==> src/hw/rtl/crs_pkg.sv <==
// crs_pkg: shared types, constants and small lookup functions for the
// character display refresh sequencer. No dependencies.
package crs_pkg;

	localparam int DISPLAY_CHARS = 80;
	localparam int LINE_CHARS    = 20;
	localparam int ADDR_W        = 7;
	localparam int INIT_LEN      = 5;
	localparam int STEP_W        = 3;
	localparam int QUEUE_DEPTH   = 4;
	localparam int CFG_IDX_W     = 1;

	localparam logic [7:0] SHORT_RELOAD_RST = 8'd243;
	localparam logic [7:0] LONG_RELOAD_RST  = 8'd48;

	localparam logic [7:0] CMD_CLEAR    = 8'h01;
	localparam logic [7:0] CMD_FUNC_SET = 8'h38;
	localparam logic [7:0] CMD_DISP_ON  = 8'h0C;
	localparam logic [7:0] CMD_HOME     = 8'h02;
	localparam logic [7:0] CMD_LINE0    = 8'h80;
	localparam logic [7:0] CMD_LINE1    = 8'hC0;
	localparam logic [7:0] CMD_LINE2    = 8'h94;
	localparam logic [7:0] CMD_LINE3    = 8'hD4;

	localparam logic [CFG_IDX_W-1:0] CFG_SHORT_RELOAD = CFG_IDX_W'(0);
	localparam logic [CFG_IDX_W-1:0] CFG_LONG_RELOAD  = CFG_IDX_W'(1);

	typedef enum logic [1:0] {
		OP_TICK  = 2'd0,
		OP_WRITE = 2'd1,
		OP_INIT  = 2'd2,
		OP_CMD   = 2'd3
	} op_t;

	typedef enum logic [3:0] {
		MODE_IDLE = 4'b0001,
		MODE_CMD  = 4'b0010,
		MODE_DATA = 4'b0100,
		MODE_INIT = 4'b1000
	} mode_t;

	typedef struct packed {
		logic [1:0] opcode;
		logic [6:0] char_address;
		logic [7:0] char_code;
		logic [7:0] command_byte;
	} item_t;

	typedef struct packed {
		logic       write_valid;
		logic       register_select;
		logic [7:0] bus_data;
		logic [7:0] timer_reload;
	} result_t;

	// classified item as it sits in the queue
	typedef struct packed {
		op_t              op;
		logic             store_we;
		logic [ADDR_W-1:0] addr;
		logic [7:0]       payload;
	} entry_t;

	typedef struct packed {
		logic                 we;
		logic [CFG_IDX_W-1:0] index;
		logic [7:0]           data;
	} cfg_wr_t;

	typedef struct packed {
		logic       hit;
		logic [7:0] cmd;
	} line_cmd_t;

	function automatic logic [7:0] init_cmd(input logic [STEP_W-1:0] step);
		logic [7:0] c;
		unique case (step)
			STEP_W'(0): c = CMD_FUNC_SET;
			STEP_W'(1): c = CMD_DISP_ON;
			STEP_W'(2): c = CMD_CLEAR;
			STEP_W'(3): c = CMD_LINE0;
			STEP_W'(4): c = CMD_HOME;
			default:    c = 8'h00;
		endcase
		return c;
	endfunction

	function automatic line_cmd_t line_cmd(input logic [ADDR_W-1:0] pos);
		line_cmd_t r;
		r.hit = 1'b1;
		unique case (pos)
			ADDR_W'(0):            r.cmd = CMD_LINE0;
			ADDR_W'(LINE_CHARS):   r.cmd = CMD_LINE1;
			ADDR_W'(2*LINE_CHARS): r.cmd = CMD_LINE2;
			ADDR_W'(3*LINE_CHARS): r.cmd = CMD_LINE3;
			default: begin
				r.hit = 1'b0;
				r.cmd = 8'h00;
			end
		endcase
		return r;
	endfunction

endpackage

==> src/hw/rtl/crs_front.sv <==
// crs_front: accepts items, classifies them and holds them in a short queue
// for the back end. Depends on crs_pkg.
module crs_front #(
	parameter int DEPTH = crs_pkg::QUEUE_DEPTH
) (
	input  logic            clk,
	input  logic            arst_n,
	input  logic            item_valid,
	output logic            item_ready,
	input  crs_pkg::item_t  item,
	output logic            head_valid,
	output crs_pkg::entry_t head,
	input  logic            pop
);
	import crs_pkg::*;

	localparam int PTR_W = (DEPTH > 1) ? $clog2(DEPTH) : 1;
	localparam int CNT_W = $clog2(DEPTH + 1);

	entry_t             q_mem [DEPTH];
	logic [PTR_W-1:0]   wr_ptr_q;
	logic [PTR_W-1:0]   rd_ptr_q;
	logic [CNT_W-1:0]   count_q;
	entry_t             cls;
	logic               push;
	logic               do_pop;

	// classify: resolve the opcode, range-check the store address, pick the byte
	always_comb begin
		cls.op       = op_t'(item.opcode);
		cls.store_we = (cls.op == OP_WRITE) && (item.char_address < ADDR_W'(DISPLAY_CHARS));
		cls.addr     = item.char_address;
		cls.payload  = (cls.op == OP_WRITE) ? item.char_code : item.command_byte;
	end

	assign item_ready = (count_q != CNT_W'(DEPTH));
	assign push       = item_valid && item_ready;
	assign head_valid = (count_q != '0);
	assign do_pop     = pop && head_valid;
	assign head       = q_mem[rd_ptr_q];

	always_ff @(posedge clk) begin
		if (push) begin
			q_mem[wr_ptr_q] <= cls;
		end
	end

	always_ff @(posedge clk or negedge arst_n) begin
		if (!arst_n) begin
			wr_ptr_q <= '0;
			rd_ptr_q <= '0;
			count_q  <= '0;
		end else begin
			if (push) begin
				wr_ptr_q <= (wr_ptr_q == PTR_W'(DEPTH - 1)) ? '0 : wr_ptr_q + PTR_W'(1);
			end
			if (do_pop) begin
				rd_ptr_q <= (rd_ptr_q == PTR_W'(DEPTH - 1)) ? '0 : rd_ptr_q + PTR_W'(1);
			end
			if (push && !do_pop) begin
				count_q <= count_q + CNT_W'(1);
			end else if (do_pop && !push) begin
				count_q <= count_q - CNT_W'(1);
			end
		end
	end

endmodule

==> src/hw/rtl/crs_back.sv <==
// crs_back: executes queued items in order: owns the frame store, the
// sequencer state, the reload registers and the result register. Depends on crs_pkg.
module crs_back (
	input  logic             clk,
	input  logic             arst_n,
	input  crs_pkg::cfg_wr_t cfg,
	input  logic             head_valid,
	input  crs_pkg::entry_t  head,
	output logic             pop,
	output logic             result_valid,
	input  logic             result_ready,
	output crs_pkg::result_t result
);
	import crs_pkg::*;

	logic [7:0]        char_mem [DISPLAY_CHARS];
	logic [DISPLAY_CHARS-1:0] written_q;

	logic [7:0]        short_q;
	logic [7:0]        long_q;
	mode_t             mode_q, mode_d;
	logic [ADDR_W-1:0] pos_q, pos_d, pos_nxt;
	logic [7:0]        pend_q, pend_d;
	logic [STEP_W-1:0] step_q, step_d;
	line_cmd_t         lc;

	logic              is_tick;
	logic              mem_we;
	logic              rd_en;
	logic              wv_d, rs_d, store_d;
	logic [7:0]        byte_d, reload_d;

	logic              valid_s2, wv_s2, rs_s2, store_s2, hit_s2;
	logic [7:0]        byte_s2, reload_s2, rdata_s2;

	assign pop     = head_valid && (!valid_s2 || result_ready);
	assign pos_nxt = (pos_q < ADDR_W'(DISPLAY_CHARS - 1)) ? pos_q + ADDR_W'(1) : '0;
	assign lc      = line_cmd(pos_nxt);

	always_comb begin
		mode_d   = mode_q;
		pos_d    = pos_q;
		pend_d   = pend_q;
		step_d   = step_q;
		is_tick  = 1'b0;
		mem_we   = 1'b0;
		rd_en    = 1'b0;
		wv_d     = 1'b0;
		rs_d     = 1'b0;
		store_d  = 1'b0;
		byte_d   = 8'h00;
		reload_d = 8'h00;
		if (pop) begin
			unique case (head.op)
				OP_WRITE: mem_we = head.store_we;
				OP_INIT: begin
					step_d = '0;
					mode_d = MODE_INIT;
				end
				OP_CMD: begin
					pend_d = head.payload;
					mode_d = MODE_CMD;
				end
				OP_TICK: begin
					is_tick = 1'b1;
					unique case (mode_q)
						MODE_DATA: begin
							wv_d     = 1'b1;
							rs_d     = 1'b1;
							store_d  = (pos_q < ADDR_W'(DISPLAY_CHARS));
							rd_en    = store_d;
							reload_d = short_q;
							pos_d    = pos_nxt;
							// line start: set-address goes out on the next tick
							if (lc.hit) begin
								pend_d = lc.cmd;
								mode_d = MODE_CMD;
							end
						end
						MODE_CMD: begin
							wv_d     = 1'b1;
							byte_d   = pend_q;
							reload_d = (pend_q == CMD_CLEAR) ? long_q : short_q;
							mode_d   = MODE_DATA;
						end
						MODE_INIT: begin
							if (step_q < STEP_W'(INIT_LEN)) begin
								wv_d     = 1'b1;
								byte_d   = init_cmd(step_q);
								reload_d = (byte_d == CMD_CLEAR) ? long_q : short_q;
								step_d   = step_q + STEP_W'(1);
							end else begin
								reload_d = short_q;
								mode_d   = MODE_DATA;
								step_d   = '0;
								pos_d    = '0;
							end
						end
						default: ;
					endcase
				end
				default: ;
			endcase
		end
	end

	always_ff @(posedge clk) begin
		if (mem_we) begin
			char_mem[head.addr] <= head.payload;
		end
		if (rd_en) begin
			rdata_s2 <= char_mem[pos_q];
		end
		if (pop) begin
			wv_s2     <= wv_d;
			rs_s2     <= rs_d;
			store_s2  <= store_d;
			byte_s2   <= byte_d;
			reload_s2 <= reload_d;
		end
	end

	always_ff @(posedge clk or negedge arst_n) begin
		if (!arst_n) begin
			written_q <= '0;
			hit_s2    <= 1'b0;
			short_q   <= SHORT_RELOAD_RST;
			long_q    <= LONG_RELOAD_RST;
			mode_q    <= MODE_IDLE;
			pos_q     <= '0;
			pend_q    <= '0;
			step_q    <= '0;
			valid_s2  <= 1'b0;
		end else begin
			if (cfg.we && cfg.index == CFG_SHORT_RELOAD) begin
				short_q <= cfg.data;
			end
			if (cfg.we && cfg.index == CFG_LONG_RELOAD) begin
				long_q <= cfg.data;
			end
			if (mem_we) begin
				written_q[head.addr] <= 1'b1;
			end
			if (rd_en) begin
				hit_s2 <= written_q[pos_q];
			end
			mode_q <= mode_d;
			pos_q  <= pos_d;
			pend_q <= pend_d;
			step_q <= step_d;
			if (pop) begin
				valid_s2 <= is_tick;
			end else if (result_ready) begin
				valid_s2 <= 1'b0;
			end
		end
	end

	// a never-written cell reads as zero
	assign result_valid           = valid_s2;
	assign result.write_valid     = wv_s2;
	assign result.register_select = rs_s2;
	assign result.bus_data        = store_s2 ? (hit_s2 ? rdata_s2 : 8'h00) : byte_s2;
	assign result.timer_reload    = reload_s2;

	a_quiet_result: assert property (@(posedge clk) disable iff (!arst_n)
		valid_s2 && !wv_s2 |-> !rs_s2 && !store_s2 && byte_s2 == 8'h00)
		else $error("tick without bus write carries bus fields");
	a_store_is_data: assert property (@(posedge clk) disable iff (!arst_n)
		valid_s2 && store_s2 |-> wv_s2 && rs_s2)
		else $error("frame store byte sent on command register");
	// read data of a never-written cell is don't-care, only the flag must hold
	a_read_held: assert property (@(posedge clk) disable iff (!arst_n)
		valid_s2 && !result_ready |=> $stable(hit_s2) && (!hit_s2 || $stable(rdata_s2)))
		else $error("store read data changed under a stalled result");
	a_pos_range: assert property (@(posedge clk) disable iff (!arst_n)
		pos_q < ADDR_W'(DISPLAY_CHARS))
		else $error("refresh position left the frame store");
	a_step_range: assert property (@(posedge clk) disable iff (!arst_n)
		step_q <= STEP_W'(INIT_LEN))
		else $error("init step ran past the command list");

endmodule

==> src/hw/rtl/char_lcd_refresh_sequencer.sv <==
// Refresh sequencer for a 4x20 character display.
// Channels: item (valid/ready, item_t) carries ticks, store writes, init and
// command requests; result (valid/ready, result_t) gives one beat per tick
// item and nothing for the other opcodes; cfg (valid/ready, index + data)
// writes short_reload (index 0) and long_reload (index 1), always ready.
// Path: an accepted tick is written into the front queue, then popped into the
// result register, which drives its result beat.
// Throughput: one item per cycle; the front queue takes items while the back
// end runs, and the back end advances one queued item per cycle through its
// single store read port whenever the result register is empty or being taken.
// Store writes and other non-tick items leave the result channel untouched.
// Reset: sequencer idle, reloads 243 and 48, frame store reads as all zero at
// once (per-cell written flags), no clearing pass.
// Receiver stall: the result beat holds; the back end stops and the queue
// fills, after which item_ready drops until beats are taken again.
// Depends on crs_pkg, crs_front, crs_back.
module char_lcd_refresh_sequencer #(
	parameter int QUEUE_DEPTH = crs_pkg::QUEUE_DEPTH
) (
	input  logic                              clk,
	input  logic                              arst_n,
	input  logic                              item_valid,
	output logic                              item_ready,
	input  crs_pkg::item_t                    item,
	output logic                              result_valid,
	input  logic                              result_ready,
	output crs_pkg::result_t                  result,
	input  logic                              cfg_valid,
	output logic                              cfg_ready,
	input  logic [crs_pkg::CFG_IDX_W-1:0]     cfg_index,
	input  logic [7:0]                        cfg_data
);
	import crs_pkg::*;

	logic    head_valid;
	entry_t  head;
	logic    pop;
	cfg_wr_t cfg;

	assign cfg_ready = 1'b1;
	assign cfg.we    = cfg_valid && cfg_ready;
	assign cfg.index = cfg_index;
	assign cfg.data  = cfg_data;

	crs_front #(
		.DEPTH(QUEUE_DEPTH)
	) u_front (
		.clk        (clk),
		.arst_n     (arst_n),
		.item_valid (item_valid),
		.item_ready (item_ready),
		.item       (item),
		.head_valid (head_valid),
		.head       (head),
		.pop        (pop)
	);

	crs_back u_back (
		.clk          (clk),
		.arst_n       (arst_n),
		.cfg          (cfg),
		.head_valid   (head_valid),
		.head         (head),
		.pop          (pop),
		.result_valid (result_valid),
		.result_ready (result_ready),
		.result       (result)
	);

endmodule

==> config.mk <==
export PLATFORM = sky130hd
export DESIGN_NAME = char_lcd_refresh_sequencer
export DESIGN_NICKNAME = d
export VERILOG_FILES = /design/src/hw/rtl/crs_pkg.sv /design/src/hw/rtl/crs_front.sv /design/src/hw/rtl/crs_back.sv /design/src/hw/rtl/char_lcd_refresh_sequencer.sv
export SDC_FILE = /design/constraint.sdc
export NUM_CORES = 1
export LEC_CHECK = 0
export BUFFER_PORTS_ARGS = -buffer_cell sky130_fd_sc_hd__buf_2
export CAP_MARGIN = 25
export CORE_AREA = 2 2 376 378
export CTS_CLUSTER_DIAMETER = 120
export DETAILED_ROUTE_END_ITERATION = 10
export DIE_AREA = 0 0 378 380
export GPL_TIMING_DRIVEN = 0
export HOLD_SLACK_MARGIN = 0.12
export MAX_ROUTING_LAYER = met4
export PLACE_DENSITY = 0.43
export SYNTH_ARGS = -nofsm -noshare
export SYNTH_HDL_FRONTEND = slang
export SYNTH_SLANG_ARGS = --single-unit
==> constraint.sdc <==
create_clock -name clk -period 3.1 [get_ports clk]
set_clock_uncertainty 0.05 [all_clocks]
set_input_delay 0.155 -clock clk [delete_from_list [all_inputs] [get_ports clk]]
set_output_delay 0.155 -clock clk [all_outputs]
set_load 0.01 [all_outputs]
---- Word level (Yosys, flattened, before mapping) ----
Memory sizes are Yosys's and may differ from the RTL's. A register that Yosys moved wholly into a read port is not among the register bits.
Index checks and enable logic that the tools add are counted.
Widths: inputs -> output; s select.
word-level totals
  bits in registers ....................... 146
  output and inout bits ................... 21
  logic and storage cells ................. 141
  bits in writable memories ............... 712
  memories kept ........................... 2
  input bits .............................. 39
memories
  name             depth  width  rd ports  clocked after Yosys merged registers in  write ports  line             text
  u_back.char_mem  80     8      1         1                                        1            crs_back.sv:16   logic [7:0] char_mem [DISPLAY_CHARS];
  u_front.q_mem    4      18     1         0                                        1            crs_front.sv:20  entry_t q_mem [DEPTH];
operators by class
  reduce and logical (&&, ||, !) cells .... 29
  order comparisons ....................... 7
  mux-type cells .......................... 52
  equality and inequality tests ........... 26
  $add $sub $neg .......................... 6
  bitwise operators ....................... 2
operators by type and width
  kind                 number
  $mux 8               13
  $or 80x80->80        1
  $pmux 8 s5           1
  $pmux 8 s2           2
  $pmux 8 s4           1
  $pmux 4 s3           2
  $pmux 8 s3           1
  $lt 7x7->1 const B   3
  $mux 1               17
  $eq 8x1->1 const B   2
  $lt 7x8->1 const B   2
  $eq 7x6->1 const B   2
  $mux 7               2
  $pmux 7 s2           1
  $mux 3               4
  $reduce_bool 2->1    5
  $logic_and 1x1->1    9
  $eq 2x2->1 const B   4
  $mux 4               2
  $reduce_and 4->1     2
  $add 7x1->7 const B  1
  $bmux 1 s7           1
  $demux 1 s7          1
  $eq 7x5->1 const B   1
  other kinds (31)     42

---- Longest topological paths before layout ----
Gate-level depths: netlist of run 1.
  word-level depth ........................ 10
  gate-level depth with buffers ........... 12
  depth with buffers taken out ............ 9

---- Cells and area by module ----
A second synthesis of run 1 with hierarchy kept.
second synthesis, totals
  cells, all modules ...................... 1850
  area, all modules ....................... 34688.3 µm²
by module, submodules not included
  module                      sequential area each (µm²)  cells an instance  times used  area an instance (µm²)
  crs_back                    23043.4                     1705               1           31512.7
  crs_front                   2337.2                      143                1           3164.3
  char_lcd_refresh_sequencer  0.0                         2                  1           11.3

---- Worst setup path before layout of run 1 ----
No wires, ideal clock.
  path kind ............................... reg2reg
  start ................................... register u_front.rd_ptr_q[0]
  end ..................................... register u_back.hit_s2
  required time ........................... 2.914 ns
  path slack .............................. -0.123 ns
  arrival ................................. 3.037 ns
  buffers on the path ..................... 4
  cell stages (with the launch flop) ...... 12
  library setup time ...................... 0.136 ns
  clock period less this slack ............ 3.223 ns
  path through ............................ dfrtp_1 > buf_2 > buf_2 > mux4_2 > inv_1 > ha_1 > clkbuf_1 > and3_1 > clkbuf_1 > and3_1 > a21boi_0 > o211ai_1
between the ends
  word-level cells in the longest chain between the ends .. 4
RTL lines
  item                    line             text
  from (decl)             crs_front.sv:22  logic [PTR_W-1:0] rd_ptr_q;
  from (signal assigned)  crs_front.sv:58  rd_ptr_q <= (rd_ptr_q == PTR_W'(DEPTH - 1)) ? '0 : rd_ptr_q + PTR_W'(1);
  $mem_v2 4x18            -
  $logic_not 2->1         crs_back.sv:54   unique case (head.op)
  $mux 1                  -
  $mux 1                  crs_back.sv:53   if (pop) begin
  named net u_back.rd_en  crs_back.sv:29   logic rd_en;
  to (signal assigned)    crs_back.sv:145  hit_s2 <= written_q[pos_q];
  to (decl)               crs_back.sv:33   logic valid_s2, wv_s2, rs_s2, store_s2, hit_s2;
The timed path passes the listed nets, and every way through them passes these cells.
A chain may end at the register's enable or synchronous reset.

---- Final worst setup path of run 1 ----
  start ................................... register u_back.pos_q[5]
  end ..................................... register u_back.rdata_s2[1], read port of u_back.char_mem (data pin)
between the ends
  word-level cells in the longest chain between the ends .. 4
RTL lines
  item                    line             text
  from (decl)             crs_back.sv:22   logic [ADDR_W-1:0] pos_q, pos_d, pos_nxt;
  from (signal assigned)  crs_back.sv:148  pos_q <= pos_d;
  $lt 7x7->1              crs_back.sv:70   store_d = (pos_q < ADDR_W'(DISPLAY_CHARS));
  $mux 1                  crs_back.sv:66   unique case (mode_q)
  $mux 1                  -
  $mux 1                  crs_back.sv:53
  to (decl)               crs_back.sv:34   logic [7:0] byte_s2, reload_s2, rdata_s2;
Several ways; a longest one is shown, not always the timed one.

==> results of run 1 <==
-- synth_stat cells, drive strengths merged, types with 2 or more instances --
library cell and number:
nand3 6, o32ai 2, a21boi 4, clkbuf 57, o31ai 3, o2111ai 3
o22ai 18, a221oi 9, a21oi 24, mux4 185, a221o 2, and3 9
a22oi 25, or2 21, inv 23, a22o 9, nand4 4, edfxtp 739
o41ai 2, xor2 2, and2 9, dfstp 9, nand2b 5, mux2 48
xnor2 3, a211oi 2, and4 2, ha 16, buf 51, mux2i 79
nand2 65, o21ai 46, nor4 10, o21bai 61, a31oi 6, nor3b 4
dfrtp 118, nor3 13, nor2b 24, nor2 122, and3b 2
-- layer usage --
layer	up-vias	part of all wire, %	GRT usage (%)
li1	8024	-	-
met1	10100	44	19.0
met2	449	48	22.1
met3	146	5.2	2.48
met4	0	2.4	3.82
met5	-	0	-
-- layout by cell type (no fill, tap or decap), types with 42 or more instances in the layout --
cell type and n:
edfxtp_1 739, mux4_2 177, dfrtp_1 118, clkbuf_16 99, nor2_4 75, mux2i_1 70, buf_2 66, o21bai_1 61
nand2_1 60, clkbuf_1 49, mux2_2 48, buf_4 46, dlygate4sd3_1 43, buf_12 42, o21ai_0 42
-- registers in the layout (all words and copies together) (netlist names), 7 cells and up --
| register | flops |
|---|---|
| u_back.rdata_s2 | 8 |
| u_back.short_q | 8 |
| u_back.written_q | 80 |
| u_back.char_mem | 640 |
| u_back.long_q | 8 |
| u_back.pend_q | 8 |
| u_back.reload_s2 | 8 |
| u_back.pos_q | 7 |
| u_front.q_mem | 72 |
| u_back.byte_s2 | 8 |
-- per-stage QoR --
stage                     setup TNS (ns)  instance area (um^2)  utilization, %  std cells  hold WS [ns]
final                                  0                 43200            31.0       4094         0.212
after global routing              -0.107                 43200            31.0       4093         0.207
after CTS                              0                 43000            30.9       4083         0.186
after detailed placement        -1057.62                 38000            27.3       3819        0.0210
after global placement          -1349.48                 37400            26.9       3792         0.319
after floorplan                    -9.35                 34800               -       1858        -0.191
-- worst max-delay path, cell delays in order (launching register included) --
cell,delay (ns)
dfrtp_1,0.37
clkbuf_1,0.21
inv_1,0.21
clkbuf_1,0.50
nand2_1,0.46
o22ai_1,0.62
nor4_1,0.14
a21oi_1,0.29
-- timing repair --
action                      CTS  global route
pin swaps                    35             7
hold endpoints to repair    233             0
gates resized for setup     244            65
hold buffers                 44             0
setup endpoints to repair  1017           511
buffers inserted             51            10
-- layout make-up --
class,count,area (um^2),share of cell area [%]
antenna,1,2.50,0.00579
timing repair buffer,190,2160,5.00
multi-input combinational,860,9530,22.1
clock inverter,43,289,0.669
buffer,106,813,1.88
clock buffer,128,2590,6.00
tap,1876,2350,5.43
inverter,24,93.8,0.217
sequential,866,25400,58.7
-- path summary, 6_finish.rpt --
kind | slack [ns] | from | cells past startpoint | end
max | 0.06 | u_back.pos_q[5]$_DFFE_PN0P_ | 7 | u_back.rdata_s2[1]$_DFFE_PP_
max reg2reg | 0.06 | u_back.pos_q[5]$_DFFE_PN0P_ | 7 | u_back.rdata_s2[1]$_DFFE_PP_
min reg2reg | 0.41 | u_back.written_q[71]$_DFFE_PN0P_ | 1 | u_back.written_q[71]$_DFFE_PN0P_
min | 0.21 | item[19] | 2 | u_front.q_mem[2][11]$_DFFE_PP_
min in group asynchronous | 0.55 | arst_n | 3 | u_back.mode_q[0]$_DFFE_PN1P_
max in group asynchronous | 1.89 | arst_n | 4 | u_back.written_q[73]$_DFFE_PN0P_
-- power by group --
part	total, mW	leakage, nW	switching, mW	internal [mW]
sequential	15.9	8.37	0.466	15.4
combinational	10.5	4.20	6.58	3.95
clock	10.6	1.42	4.55	6.02
-- kinds of logic after synthesis --
group	synth area share (%)
DFF	73.0
muxes	15.8
and+or+nand+nor	4.12
AOI/OAI and AO/OA	4.44
buffers and inverters	1.89
adders and majority gates	0.633
xor gates and xnor gates	0.126
other	0.0108
==> flow_summary.ini, run 1 <==
[run_status]
outcome = finished, final reports clean

[logic_synthesis]
ys_warn_count = 0
synth_top_area_share_pct = 63.8
yosys_register_bits = 866
synthFlopType = edfxtp_1
syn_area_mm2 = 0.0348
synth_cells = 1858
synth_edf_count = 739
yosys.area.top_type = edfxtp_1
syn_nets = 1914
synthTopCellsByArea = edfxtp_1 (64%), mux4_2 (12%), dfrtp_1 (8.5%)
yosysSeqAreaShare_pct = 73.0
ys_types = 70
synth_area_per_cell_um2 = 18.7
async_flop_share_pct = 14.7

[clock_tree]
root_buffer = clkbuf_16
clockBufferDepth = 3
cts_buffers = 94
cts_tree = yes
clock-sinks = 866
clkLatencyLatePin_ns = 0.66
htree_levels = 3
clk_pin_slew_ns = 0.06

[layout]
syn_to_final_growth_pct = 24.2
n_fill_cell = 13700
nets = 2198
drive_gt1_share_pct = 32.8

[floorplan]
start_util_pct = 25.0
die_area_mm2 = 0.144
die_y_um = 380
fp.dieW_um = 378
rows = 137
core_area_mm2 = 0.139
io_pins = 60

[worst_setup_path]
crit_type = flip-flop to flip-flop
cp.required_ns = 3.51
cp_max_fo = 10
setup.worst_path.end_class = flip-flop
worstSetupStartpointType = flip-flop
cp.arrival_ns = 3.45

[global_route]
grt_usage_pct = 14.1
grt_first_pass_wirelength_mm = 143
grt.overflow.total = 0
antenna_found_initial = 1
grt_max_degree = 98
grt_pass1_vias = 19700

[routing]
routedWlPerCell_um = 24.2
drtIter0Drc = 1468
drc = 0
via_count = 18700
vias_per_cell = 4.56
drt_pass1_iterations = 5
postRouteWirelength_mm = 98.9
antenna_left = 0

[pwr]
power_density_mw_per_mm2 = 856
vdd_ir_drop_max_uv = 456
p_leak_nw = 14.0
power_mw = 37.0

[placement]
portBuffers = 58
gp_routability_congestion = 0.902
place_ws_ns = -1.79
hpwl_mm = 66.5

[sta]
min_period_ns = 3.04
fmax_mhz = 329
worstMarginPinSlew_ns = 1.04
finalHoldViolations = 0
min_period_over_period_pct = 98.2
slew_headroom_pct = 29.8
rsz0062_at_grt = true
drv_slew = 0
setup_ws_ns = 0.0568
setup_viol = 0

[flow_run]
drv_cap = 0

[worst_hold_path]
hold_path_class = input port to flip-flop
(Power assumes the default switching activity.)
==> inputs of run 2 (changes only) <==
SYNTH_HIERARCHICAL = 1   (was not set)
==> run 2 against run 1 <==
Global-route usage up 0.99 points. Utilization grew 0.88 points. Non-clock buffer count grew 30. Power grew 11%. Register-to-register slack got worse by 0.02 ns. Routed wire length up 7.3%. Critical endpoint is now u_back/rdata_s2[1]$_DFFE_PP_.
==> flow_summary.ini, run 2 <==
[clock_tree]
root_buffer = clkbuf_16
clk_pin_slew_ns = 0.06
clock-sinks = 866
clkLatencyLatePin_ns = 0.66
htree_levels = 3
cts_tree = yes
clockBufferDepth = 3
cts_buffers = 96

[logic_synthesis]
yosys.area.top_type = edfxtp_1
async_flop_share_pct = 14.7
yosys_register_bits = 866
synth_edf_count = 739
yosysMostFrequentCell = edfxtp_1
synth_top_area_share_pct = 64.0
syn_nets = 1907
yosysSeqAreaShare_pct = 73.2
synth_commonest_cells = edfxtp_1 (739), mux4_2 (182), nor2_1 (120)
synth_area_per_cell_um2 = 18.8
ys_warn_count = 6
synthTopCellsByArea = edfxtp_1 (64%), mux4_2 (12%), dfrtp_1 (8.5%)
synthFlopType = edfxtp_1
ys_types = 68
synth_cells = 1850
syn_area_mm2 = 0.0347

[worst_setup_path]
critPathSlowestCell = a211oi_2
r2r_slack_ns = 0.04
cp.arrival_ns = 3.37
crit_type = flip-flop to flip-flop
cp_max_fo = 10
cp.required_ns = 3.41
setup.worst_path.end_class = flip-flop
worstSetupStartpointType = flip-flop
critPathBufInv = 3
cpLargestDelayFamily = buffers and inverters
cpMostUsedCell = buf_4
worst_path_largest_cell_delay_ns = 0.46
path_cells = clkbuf_4 > buf_4 > buf_4 > mux4_2 > nand2_1 > o2111ai_1 > a211oi_2 > a21oi_1

[layout]
largest_register_ffs = 640
mostFrequentLayoutCell = edfxtp_1
layout_common_cells = edfxtp_1 (739), mux4_2 (174), dfrtp_1 (117)
top_register = u_back/char_mem
utilization_pct = 31.9
drive_gt1_share_pct = 38.8
n_fill_cell = 13500
stdcell_count = 4145
nets = 2241
top_regs = u_back/char_mem x640, u_back/written_q x80, u_front/q_mem x72
post-route-cell-area_mm2 = 0.0444
seq_area_mm2 = 0.0254
multi_input_comb_area_mm2 = 0.00970
syn_to_final_growth_pct = 28.1

[routing]
postRouteWirelength_mm = 106
drt_pass1_iterations = 5
vias_per_cell = 4.65
drtIter0Drc = 1911
antenna_left = 0
routedWlPerCell_um = 25.6
via_count = 19300
drc = 0

[global_route]
antenna_found_initial = 4
grt_max_degree = 82
grt_first_pass_wirelength_mm = 150
grt_pass1_vias = 19900
grt_usage_pct = 15.1
grt.overflow.total = 0

[placement]
placed_cells = 3808
hpwl_mm = 70.2
place_ws_ns = -1.47
gp_routability_congestion = 0.897
dpl_cell_area_mm2 = 0.0377
portBuffers = 58

[sta]
holdWs_ns = 0.230
fin_tns_setup_ns = 0
min_period_ns = 3.06
finalHoldViolations = 0
min_period_over_period_pct = 98.7
setup_viol = 0
worstMarginPinSlew_ns = 0.994
drv_slew = 0
rsz0062_at_grt = true
fmax_mhz = 327
slew_headroom_pct = 33.7
setup_ws_ns = 0.0389

[floorplan]
die_y_um = 380
fp.dieW_um = 378
rows = 137
core_area_mm2 = 0.139
start_util_pct = 24.9
io_pins = 60
die_area_mm2 = 0.144

[pwr]
power_density_mw_per_mm2 = 924
vdd_ir_drop_max_uv = 759
p_leak_nw = 15.0
power_mw = 41.0

[run_status]
outcome = finished, final reports clean

[flow_run]
drv_cap = 0

[worst_hold_path]
hold_path_class = input port to flip-flop
-- run 2: timing repair --
| action | in CTS | in global routing |
|---|---|---|
| resized for setup | 286 | 41 |
| gates cloned | 0 | 0 |
| pin swaps | 79 | 10 |
| setup buffers | 109 | 3 |
| endpoints found under the hold margin | 218 | 0 |
| hold buffers | 42 | 0 |
| endpoints found under the setup margin | 753 | 233 |
-- run 2: final cells by class --
cell class / count / share of cell area [%]
Clock buffer: 135 / 6.20
Inverter: 23 / 0.203
Multi-Input combinational cell: 871 / 21.8
Sequential cell: 866 / 57.1
Antenna cell: 3 / 0.0169
Timing Repair Buffer: 239 / 6.52
Buffer: 87 / 1.62
Tap cell: 1876 / 5.28
Clock inverter: 45 / 1.21
-- run 2: logic make-up (layout without fill, tap and decap cells) --
family / after synthesis / after routing / synth area share (%)
muxes: 301 / 301 / 15.4
adders and majority gates: 18 / 18 / 0.671
AOI/OAI and AO/OA: 167 / 167 / 3.31
and+or+nand+nor: 379 / 379 / 5.61
other: 1 / 4 / 0.0108
buffers and inverters: 113 / 529 / 1.67
DFF: 866 / 866 / 73.2
xor gates and xnor gates: 5 / 5 / 0.126
-- run 2: path summary, 6_finish.rpt --
path                                             startpoint                                to  depth (start not counted)
max reg2reg                     u_back/pos_q[1]$_DFFE_PN0P_      u_back/rdata_s2[1]$_DFFE_PP_                          8
min in group asynchronous                            arst_n     u_back/short_q[1]$_DFFE_PN1P_                          3
max in group asynchronous                            arst_n  u_back/written_q[70]$_DFFE_PN0P_                          4
max                             u_back/pos_q[1]$_DFFE_PN0P_      u_back/rdata_s2[1]$_DFFE_PP_                          8
min reg2reg                u_back/written_q[36]$_DFFE_PN0P_  u_back/written_q[36]$_DFFE_PN0P_                          1
min                                                item[19]    u_front/q_mem[0][11]$_DFFE_PP_                          2
-- run 2: metal layers --
metal	track usage [%]	wire [um]
met5	-	0
met4	4.33	2410
met3	2.50	5230
met2	24.0	51900
met1	20.0	46700
-- run 2: power by group --
part	leakage (nW)	total, mW	switching (mW)	internal [mW]
clock	1.60	11.8	4.66	7.11
combinational	5.03	13.3	8.49	4.81
sequential	8.36	16.0	0.489	15.5
